[src/hw/rtl/chained_hash_table_assert.svh]
// assertion macros shared by the chained hash table rtl
`ifndef CHAINED_HASH_TABLE_ASSERT_SVH
`define CHAINED_HASH_TABLE_ASSERT_SVH

// same-cycle implication, checked out of reset
`define CHT_ASSERT_NOW(label, clk, rstn, ante, cons) \
    label: assert property (@(posedge clk) disable iff (!(rstn)) (ante) |-> (cons)) \
        else $error("chained_hash_table: assertion failed");

// next-cycle implication, checked out of reset
`define CHT_ASSERT_NEXT(label, clk, rstn, ante, cons) \
    label: assert property (@(posedge clk) disable iff (!(rstn)) (ante) |=> (cons)) \
        else $error("chained_hash_table: assertion failed");

`endif

[src/hw/rtl/cht_ram.sv]
// generic single write port ram with registered read
module cht_ram #(
    parameter int WIDTH = 8,
    parameter int DEPTH = 16
) (
    input  logic                     aclk,
    input  logic                     wr_en,
    input  logic [$clog2(DEPTH)-1:0] wr_addr,
    input  logic [WIDTH-1:0]         wr_data,
    input  logic                     rd_en,
    input  logic [$clog2(DEPTH)-1:0] rd_addr,
    output logic [WIDTH-1:0]         rd_data
);
    logic [WIDTH-1:0] mem_reg [DEPTH];
    logic [WIDTH-1:0] rd_data_reg;

    always_ff @(posedge aclk) begin
        if (wr_en) begin
            mem_reg[wr_addr] <= wr_data;
        end
        if (rd_en) begin
            rd_data_reg <= mem_reg[rd_addr];
        end
    end

    assign rd_data = rd_data_reg;
endmodule

[config.mk]
export PLATFORM = sky130hd
export DESIGN_NAME = cht_ram
export DESIGN_NICKNAME = d
export VERILOG_FILES = /design/src/hw/rtl/chained_hash_table_assert.svh /design/src/hw/rtl/cht_ram.sv
export SDC_FILE = /design/constraint.sdc
export NUM_CORES = 1
export LEC_CHECK = 0
export BUFFER_PORTS_ARGS = -buffer_cell sky130_fd_sc_hd__buf_2
export CORE_ASPECT_RATIO = 1.2
export CORE_MARGIN = 3
export CORE_UTILIZATION = 35
export DETAILED_ROUTE_END_ITERATION = 10
export SYNTH_ARGS = -nofsm -noshare
export SYNTH_HDL_FRONTEND = slang
export SYNTH_SLANG_ARGS = --single-unit
[constraint.sdc]
create_clock -name aclk -period 3.81 [get_ports aclk]
set_input_delay 0.1905 -clock aclk [delete_from_list [all_inputs] [get_ports aclk]]
set_output_delay 0.1905 -clock aclk [all_outputs]
set_load 0.05 [all_outputs]
==> impl_results.rst <==
.. list-table::
   :header-rows: 1

   * - Metric
     - Value
   * - Fmax
     - 0.531 GHz
   * - End of the worst register-to-register path
     - rd_data[7]$_DFFE_PP_
   * - Startpoint of the most critical hold path
     - rd_en
   * - Detailed-routing iteration count for the pre-antenna-repair pass
     - 4
   * - Crit path buffers/inverters
     - 1
   * - Boundary pin count
     - 27
   * - Final TNS setup
     - 0 ps
   * - Worst Hold Slack
     - roughly 140 ps
   * - CP Class
     - in -> reg
   * - Placeable core area
     - 14500 µm²
   * - Synth top area share
     - about four fifths
   * - Normalized max-slew margin
     - 26.7%
   * - Sequential area share after synthesis
     - 78.1%
   * - Chip Height
     - around 140 µm
   * - Remaining number of nets flagged by the antenna check after routing
     - 0
   * - Clock insertion delay at the later pin of the skew report
     - ~400 ps
   * - Slew at the pin closest to its max-slew limit
     - 1100 ps
   * - MaxCap Viol Count
     - 0
   * - Req. time, crit path
     - 3960 ps
   * - Distinct cell type count after synthesis
     - 18
   * - DRC errors left
     - 0
   * - Post-detailed-route via-to-cell ratio
     - 5.02
   * - Synthesis-to-finish area growth
     - 15.8%
   * - CTS tree
     - built
   * - Hold Crit Class
     - in -> reg
   * - Final Setup Violations
     - 0
   * - Series of cell instances along the critical path
     - buf_2 > mux4_2 > a22oi_1 > nand2_1
   * - Post-CTS repair timing setup buffer count
     - 0
   * - Final HPWL from detailed placement
     - 6530 µm
   * - Critical Path Start Type
     - input port
   * - CTS max path bufs
     - 2
   * - Total via count in the routed design
     - roughly 2400
   * - Cell taking the most area after synthesis
     - sky130_fd_sc_hd__edfxtp_1
   * - Slack of the worst reg-to-reg path
     - 2250 ps
   * - Max stage delay cell, worst path
     - sky130_fd_sc_hd__buf_2
   * - Die X
     - 118 µm
   * - RSZ-0062 raised after global routing
     - no
   * - Clock slew at reported path FFs
     - ~50 ps
   * - Fin area
     - between 6000 and 7000 µm²
   * - Per-instance average area after synthesis
     - 22.8 µm²
   * - Time the worst path needs with I/O delays and setup
     - ~1900 ps
   * - Quantity of hold-fixing buffers added after cts
     - 0
   * - Weighted congestion reported at the end of routability-driven placement
     - 0.700
   * - Count of port buffers added during placement
     - 26
   * - Initial antenna violation count
     - 0
   * - GRT Total Usage
     - 13.2%
   * - Clock skew after layout
     - 5.06 ps
   * - Number of global-route vias before repair
     - 2528
   * - Terminating pin of the worst hold path
     - rd_data[3]$_DFFE_PP_
   * - Diodes inserted
     - 0
   * - Final Routed Wirelength
     - 10400 µm
   * - Post-layout nets
     - 286
   * - Wire length of the first global-routing pass
     - 15600 µm
   * - Maximum net fanout on the critical path
     - 30
   * - Register-to-Register Path Depth
     - 3
   * - Register bit count reported by yosys
     - 136
   * - Count of cells along the worst hold path
     - 1
   * - Fraction of final layout cells sized beyond drive strength 1
     - 25.3%
   * - Count of H-tree levels built during CTS
     - 4
   * - Final worst-path cycle share
     - 49.4%
   * - Setup crit end kind
     - register
   * - Critical path's largest stage delay
     - ~760 ps
   * - Cell Pwr Density
     - ~540 nW/µm²
   * - Syn nets
     - around 250
   * - Number of sinks handled by clock tree synthesis
     - 136
   * - Pleak
     - 1.97 nW
   * - Iteration-0 DRC Markers
     - 137
   * - Warnings from Yosys
     - 0
   * - Clock root buffer master
     - sky130_fd_sc_hd__clkbuf_16
   * - Critical Path AT
     - 2030 ps
   * - Run status
     - complete, no violations
   * - Number of gates resized after CTS
     - 0
   * - Utilization after layout
     - 41.6%
   * - Starting density of the core
     - 36.0%
   * - Row count
     - 48
   * - Origin of the critical flop-to-flop path
     - mem_reg[7][7]$_DFFE_PP_
   * - Die footprint
     - 16400 µm²
   * - Post-synthesis cell count
     - approximately 230
   * - Cell family contributing the most delay on the critical path
     - buffers and inverters
   * - Synth top area cells
     - sky130_fd_sc_hd__edfxtp_1, sky130_fd_sc_hd__mux4_2, sky130_fd_sc_hd__mux4_1
   * - Post-Place Cell Area
     - 5550 µm²
   * - Inserted Clock Buffers
     - 17
   * - VDD IR-drop max
     - 0.247 mV
   * - Pin count of the biggest net entering global routing
     - 33
   * - Routed wire length per instance
     - between 20 and 25 µm
   * - Area of the mapped netlist
     - 5230 µm²
   * - GR Overflow Total
     - 0
   * - Max Transition Viols Final
     - 0
   * - Count of final hold-check violations
     - 0
   * - Max FFs per register
     - approximately 130
-- layer usage --
metal  wire, µm  track usage, %  vias to the layer above  share of wire (%)
li1           -               -                     1060                  -
met5          0               0                        -                  0
met3        502            3.86                        9                4.8
met2       5210            21.0                       72                 50
met4        141            4.57                        0                1.4
met1       4580            17.4                     1253                 44
-- metrics by stage --
stage | total power [mW] | setup slack, ps | cells
after global routing | 3.38 | 1820 | 477
after global placement | 1.90 | 1500 | 448
after detailed placement | 1.90 | 1500 | 448
after CTS | 3.30 | 1930 | 477
final | 3.27 | 1930 | 477
after floorplan | 1.83 | 2130 | 229
-- worst max-delay path by stage --
stage | slack, ps | depth (start not counted) | startpoint | end
after floorplan | 2130 | 2 | wr_addr[2] | mem_reg[0][0]$_DFFE_PP_
after detailed placement | 1500 | 4 | rd_addr[0] | rd_data[7]$_DFFE_PP_
after global placement | 1500 | 4 | rd_addr[0] | rd_data[7]$_DFFE_PP_
after global routing | 1820 | 5 | rd_addr[0] | rd_data[3]$_DFFE_PP_
final | 1930 | 4 | rd_addr[0] | rd_data[7]$_DFFE_PP_
after CTS | 1930 | 4 | rd_addr[0] | rd_data[7]$_DFFE_PP_
-- kinds of logic after synthesis --
kind of cell,count (synthesis),share of synthesized area (%)
compound gates,16,2.30
simple gates,35,3.14
flops,136,78.1
buf+inv,10,1.65
mux,32,14.8
-- placed cells by master (no fill, tap or decap) --
| cell | instances |
|---|---|
| sky130_fd_sc_hd__edfxtp_1 | 136 |
| sky130_fd_sc_hd__buf_2 | 26 |
| sky130_fd_sc_hd__mux4_2 | 18 |
| sky130_fd_sc_hd__clkbuf_16 | 17 |
| sky130_fd_sc_hd__a22oi_1 | 16 |
| sky130_fd_sc_hd__mux4_1 | 14 |
| sky130_fd_sc_hd__nor2_1 | 13 |
| sky130_fd_sc_hd__nand2_1 | 9 |
| sky130_fd_sc_hd__clkinv_1 | 5 |
| sky130_fd_sc_hd__clkbuf_1 | 4 |
| sky130_fd_sc_hd__buf_4 | 3 |
| sky130_fd_sc_hd__nand3b_1 | 2 |
| sky130_fd_sc_hd__nor3_2 | 2 |
| sky130_fd_sc_hd__nand2b_1 | 2 |
| sky130_fd_sc_hd__nor3_1 | 2 |
| sky130_fd_sc_hd__clkinv_2 | 2 |
| sky130_fd_sc_hd__nor2b_1 | 1 |
| sky130_fd_sc_hd__and2_1 | 1 |
| sky130_fd_sc_hd__and2b_1 | 1 |
| sky130_fd_sc_hd__nand3_1 | 1 |
| sky130_fd_sc_hd__or3b_2 | 1 |
| sky130_fd_sc_hd__bufinv_16 | 1 |
-- cells in the mapped netlist (all sizes together) --
| cell | n |
|---|---|
| nor2b | 1 |
| nor2 | 13 |
| and2 | 1 |
| nand2 | 9 |
| nand2b | 2 |
| a22oi | 16 |
| and2b | 1 |
| clkdlybuf4s25 | 3 |
| nor3 | 4 |
| or3b | 1 |
| buf | 7 |
| edfxtp | 136 |
| nand3 | 1 |
| mux4 | 32 |
| nand3b | 2 |
-- where the power goes --
group          internal (mW)  switching [mW]
clock                  0.870           0.535
sequential              1.69         0.00798
combinational         0.0594           0.114
total                   2.62           0.657
-- area by class of cell --
class                           count  area, µm²
Multi-Input combinational cell     83       1070
Clock buffer                       21        440
Sequential cell                   136       4080
Clock inverter                      8       58.8
Tap cell                          200        250
Timing Repair Buffer               29        153
Fill cell                        1323       8480
Note: power is estimated with default switching activity, not from simulation.
