## src/hw/rtl/chained_hash_table_assert.svh

```systemverilog
// assertion macros shared by the chained hash table rtl
`ifndef CHAINED_HASH_TABLE_ASSERT_SVH
`define CHAINED_HASH_TABLE_ASSERT_SVH

// same-cycle implication, checked out of reset
`define CHT_ASSERT_NOW(label, clk, rstn, ante, cons) \
    label: assert property (@(posedge clk) disable iff (!(rstn)) (ante) |-> (cons)) \
        else $error("chained_hash_table: assertion failed");

// next-cycle implication, checked out of reset
`define CHT_ASSERT_NEXT(label, clk, rstn, ante, cons) \
    label: assert property (@(posedge clk) disable iff (!(rstn)) (ante) |=> (cons)) \
        else $error("chained_hash_table: assertion failed");

`endif

```

## src/hw/rtl/cht_pkg.sv

```systemverilog
// shared constants for the chained hash table
package cht_pkg;
    localparam int KEY_W            = 31;
    localparam int CFG_W            = 13;
    localparam int IDX_W            = 12;
    localparam int DEF_BUCKETS      = 4096;
    localparam int DEF_NODES        = 4096;
    localparam int TABLE_SIZE_RESET = 4096;

    localparam logic KIND_INSERT = 1'b0;
    localparam logic KIND_SEARCH = 1'b1;

    localparam logic STATUS_OK   = 1'b0;
    localparam logic STATUS_FULL = 1'b1;
endpackage

```

## src/hw/rtl/cht_mod.sv

```systemverilog
// bit-serial restoring remainder unit, one key bit per cycle
module cht_mod #(
    parameter int DW = 13
) (
    input  logic                      aclk,
    input  logic                      aresetn,
    input  logic                      start,
    input  logic [cht_pkg::KEY_W-1:0] dividend,
    input  logic [DW-1:0]             divisor,
    output logic                      done,
    output logic [DW-1:0]             remainder
);
    import cht_pkg::*;

    localparam int CW = $clog2(KEY_W);

    logic          busy_reg;
    logic          done_reg;
    logic [CW-1:0] cnt_reg;
    logic [KEY_W-1:0] dvd_reg;
    logic [DW-1:0] div_reg;
    logic [DW-1:0] rem_reg;
    logic [DW:0]   trial;
    logic [DW:0]   diff;
    logic [DW-1:0] rem_next;

    // remainder stays below divisor, so trial is below twice the divisor
    always_comb begin
        trial    = {rem_reg, dvd_reg[KEY_W-1]};
        diff     = trial - {1'b0, div_reg};
        rem_next = (trial >= {1'b0, div_reg}) ? diff[DW-1:0] : trial[DW-1:0];
    end

    always_ff @(posedge aclk) begin
        if (!aresetn) begin
            busy_reg <= 1'b0;
            done_reg <= 1'b0;
            cnt_reg  <= '0;
        end else begin
            done_reg <= 1'b0;
            if (start) begin
                busy_reg <= 1'b1;
                cnt_reg  <= '0;
                dvd_reg  <= dividend;
                div_reg  <= divisor;
                rem_reg  <= '0;
            end else if (busy_reg) begin
                rem_reg <= rem_next;
                dvd_reg <= {dvd_reg[KEY_W-2:0], 1'b0};
                cnt_reg <= cnt_reg + 1'b1;
                if (cnt_reg == CW'(KEY_W - 1)) begin
                    busy_reg <= 1'b0;
                    done_reg <= 1'b1;
                end
            end
        end
    end

    assign done      = done_reg;
    assign remainder = rem_reg;
endmodule

```

## config.mk

```make
export PLATFORM = sky130hd
export DESIGN_NAME = cht_mod
export DESIGN_NICKNAME = d
export VERILOG_FILES = /design/src/hw/rtl/chained_hash_table_assert.svh /design/src/hw/rtl/cht_pkg.sv /design/src/hw/rtl/cht_mod.sv
export SDC_FILE = /design/constraint.sdc
export NUM_CORES = 1
export LEC_CHECK = 0
export ABC_AREA = 1
export BUFFER_PORTS_ARGS = -buffer_cell sky130_fd_sc_hd__clkbuf_2
export CAP_MARGIN = 20
export CORE_MARGIN = 1.5
export CORE_UTILIZATION = 30
export DETAILED_ROUTE_END_ITERATION = 16
export PLACE_DENSITY = 0.56
export RECOVER_POWER = 25
export SETUP_SLACK_MARGIN = 0.5
export SYNTH_ARGS = -nofsm -noshare
export SYNTH_HDL_FRONTEND = slang
export SYNTH_SLANG_ARGS = --single-unit
export TNS_END_PERCENT = 5
```

## constraint.sdc

```tcl
create_clock -name aclk -period 4.2 [get_ports aclk]
set_input_delay 1.26 -clock aclk [delete_from_list [all_inputs] [get_ports aclk]]
set_output_delay 1.26 -clock aclk [all_outputs]
set_load 0.05 [all_outputs]
```

==> metrics.md <==
| Metric | Value |
|---|---|
| CTS tree | built |
| Origin of the critical flop-to-flop path | remainder[8] |
| Outcome | finished with violations |
| Routed Antenna Nets | 0 |
| Hold Path Depth | 2 |
| Yosys cell types | 27 |
| Post-Syn Instances | 445 |
| Multi-input logic area | approximately 1400 µm² |
| Period minus WS final | 2.78 ns |
| Total gr overflow | 0 |
| WHS Endpoint | cnt_reg[4] |
| Die area | roughly 13000 µm² |
| Rel. slew slack | approximately 43% |
| Setup TNS | 0 ns |
| Initial Utilization | a little under a third |
| Worst-path clk slew | 0.06 ns |
| Clock Skew | a little under 0.007 ns |
| Maximum buffer depth of the clock tree | 2 |
| Total power | ~2100 µW |
| Initial antenna violation count | 0 |
| Failing checks | DRC |
| Leak | roughly 0.0022 µW |
| Number of flops mapped to enable cells by yosys | 57 |
| Hold Vio Cnt, Final | 0 |
| Row count | 39 |
| RSZ-0062 raised after global routing | false |
| Via-to-Cell Ratio | 4.44 |
| Slew at the pin closest to its max-slew limit | between 0.8 and 0.9 ns |
| Cell Pwr Density | between 400 and 500 nW/µm² |
| Syn avg cell area | between 8 and 9 µm² |
| Io pins | ~60 |
| NetSw | 634 µW |
| R2r endpoint | remainder[10] |
| Initial drt markers | 116 |
| GR Util All Layers | between 10% and 20% |
| Via count | between 2000 and 3000 |
| Layout cells sized above 1 | 16.4% |
| Most frequent cell after synthesis | nand2_1 |
| Reg power frac | a little under two fifths |
| Internal Power | around 1500 µW |
| Area Growth Syn to Fin | 21.6% |
| Total CTS buffers | 9 |
| Final HPWL DP | around 5800 µm |
| Synth warn | 0 |
| Seq/Total Area, Yosys | between 50% and 60% |
| WS Path Type | input pin to flip-flop |
| CTS H-tree lvls | 3 |
| Drt first pass iters | 10 |
| Port Buffers | 60 |
| Vias in the first global route | 3000 |
| Post-synth top flop | edfxtp_1 |
| Hold_sp | cnt_reg[4] |
| Filler cell count | 1195 |
| Register bit total from synthesis | 64 |
| Hold_buf cts | 0 |
| CP max FO | 35 |
| Synth top area cells | edfxtp_1 48%, nand2_1 19%, inv_1 7.0% |
| Comb power frac | about 22% |
| Setup violators final | 0 |
| # DRC | 2 |
| First-pass GRT wire length | 13900 µm |
| Max-cap violations | 0 |
| Syn nets | between 500 and 600 |
| Dpl ws | between 1 and 1.5 ns |
| Clock power share | between 40% and 50% |
| Worst R2R Path Depth | 9 |
| WP data arrival | about 2.8 ns |
| Sink Count | 64 |
| CTS Root Cell | clkbuf_16 |
| Pin count of the biggest net entering global routing | 39 |
| Gpl congestion | between 0.8 and 0.9 |
| Sw frac | around 30% |
| Max Slew Vio Count | 0 |
| Core ar. | ~12000 µm² |
| Setup WS post-layout | about 1.4 ns |
| Cts repair resizes | 0 |
| FF-to-FF setup slack | around 1.8 ns |
| Total wire length | approximately 8100 µm |
| DR WL/cell | 12.3 µm |
| Async SR Flop Fraction | 0% |
| Max reg flops | 31 |
| VDD IR-drop max | between 0.2 and 0.3 mV |
| Worst setup SP type | input pin |
| Worst Hold Class | flip-flop to flip-flop |
| Setup crit end kind | flip-flop |
| Final #Nets | approximately 570 |
| Synth top area share | 47.6% |
| Most frequent cells after synthesis | 185 x nand2_1, 67 x inv_1, 57 x edfxtp_1, 38 x nor2_1, 16 x nand3_1 |
| Diode count | 0 |
| Die W | roughly 110 µm |
| Mapped Area | 3600 µm² |
| # Post-CTS Setup Buffers | 0 |
| Worst EP required | roughly 4.2 ns |
| Cell type with the largest total area after synthesis | edfxtp_1 |
| Worst-skew pair later-pin latency | between 0.3 and 0.4 ns |
| Max Clock Freq | 0.360 GHz |
| Seq. cell area | ~1900 µm² |
| Fin crit share | around two thirds |
| Chip Height | ~110 µm |
==> logic make-up (layout without fill, tap and decap cells) <==
group | count (synthesis) | after routing | synth area share [%]
AO/OA/AOI/OAI | 14 | 14 | 2.16
AND/OR/NAND/NOR | 267 | 267 | 30.8
adder cells (fa/ha/maj) | 16 | 16 | 5.77
buffers and inverters | 80 | 148 | 8.83
flip-flops | 64 | 64 | 51.5
XOR/XNOR | 4 | 4 | 0.974
==> worst max-delay path by stage <==
stage	slack [ns]	end	start
finish	1.42	dvd_reg[23]	start
CTS	1.77	remainder[7]	start
global route	1.21	remainder[7]	start
floorplan	1.25	dvd_reg[0]	start
global placement	1.49	remainder[11]	start
detailed placement	1.42	remainder[11]	start
==> metrics by stage <==
step / cell area (µm²) / instances / utilization, % / hold slack [ns]
finish: 4380 / 656 / 37.8 / 0.481
global route: 4380 / 656 / 37.8 / 0.519
CTS: 4390 / 656 / 37.9 / 0.477
detailed placement: 4040 / 640 / 35.0 / 0.468
global placement: 4040 / 640 / 35.0 / 0.453
floorplan: 3600 / 445 / - / 0.439
==> area by class of cell <==
cell class | instances | area share (%)
sequential | 64 | 42.3
clock buffer | 9 | 5.15
timing repair buffer | 63 | 7.18
clock inverter | 7 | 2.72
multi-input combinational | 301 | 32.6
inverter | 69 | 5.92
tap | 143 | 4.09
==> critical path, stage by stage <==
cell      delay, ns
clkbuf_1       0.43
nand2_1        0.14
nand2_1        0.38
buf_4          0.50
==> cell usage in the layout, fill, tap and decap left out <==
cell        Yosys  routed
and3_1          1       1
nand2_2         4       4
nor2_4          3       3
dfxtp_1         7       7
edfxtp_1       57      57
inv_2           1       1
xnor2_1         2       2
nor3_1          2       2
nand3_2         1       1
inv_1          67      67
clkbuf_2        0      56
a211oi_1        1       1
nand3_1        16      16
clkinvlp_4      0       1
clkbuf_1        7       5
o21ai_0         3       3
nor2_2          2       2
o21a_1          1       1
nand4_1        15      15
clkinv_4        0       1
a21oi_1         8       8
fa_1            1       1
ha_1           15      15
bufinv_16       0       3
o21bai_1        1       1
nand2_1       185     185
clkinv_1        1       2
nor2_1         38      38
inv_6           0       1
xor2_1          2       2
buf_4           0       2
clkbuf_16       0       9
==> power groups by stage <==
stage	sequential, µW	combinational [µW]	clock [µW]
after floorplan	865	299	0
after global placement	808	466	0
after detailed placement	810	470	0
after CTS	797	472	889
after global routing	802	537	916
final	796	466	871
==> metal layers <==
layer  vias up  GRT usage (%)  part of all wire, %
met4         0           3.80                 0.72
met2        62           23.0                   47
met5         -              0                    0
met3         6           4.43                  4.8
li1       1529              -                    -
met1      1314           17.7                   47
Note: power is estimated with default switching activity, not from simulation.
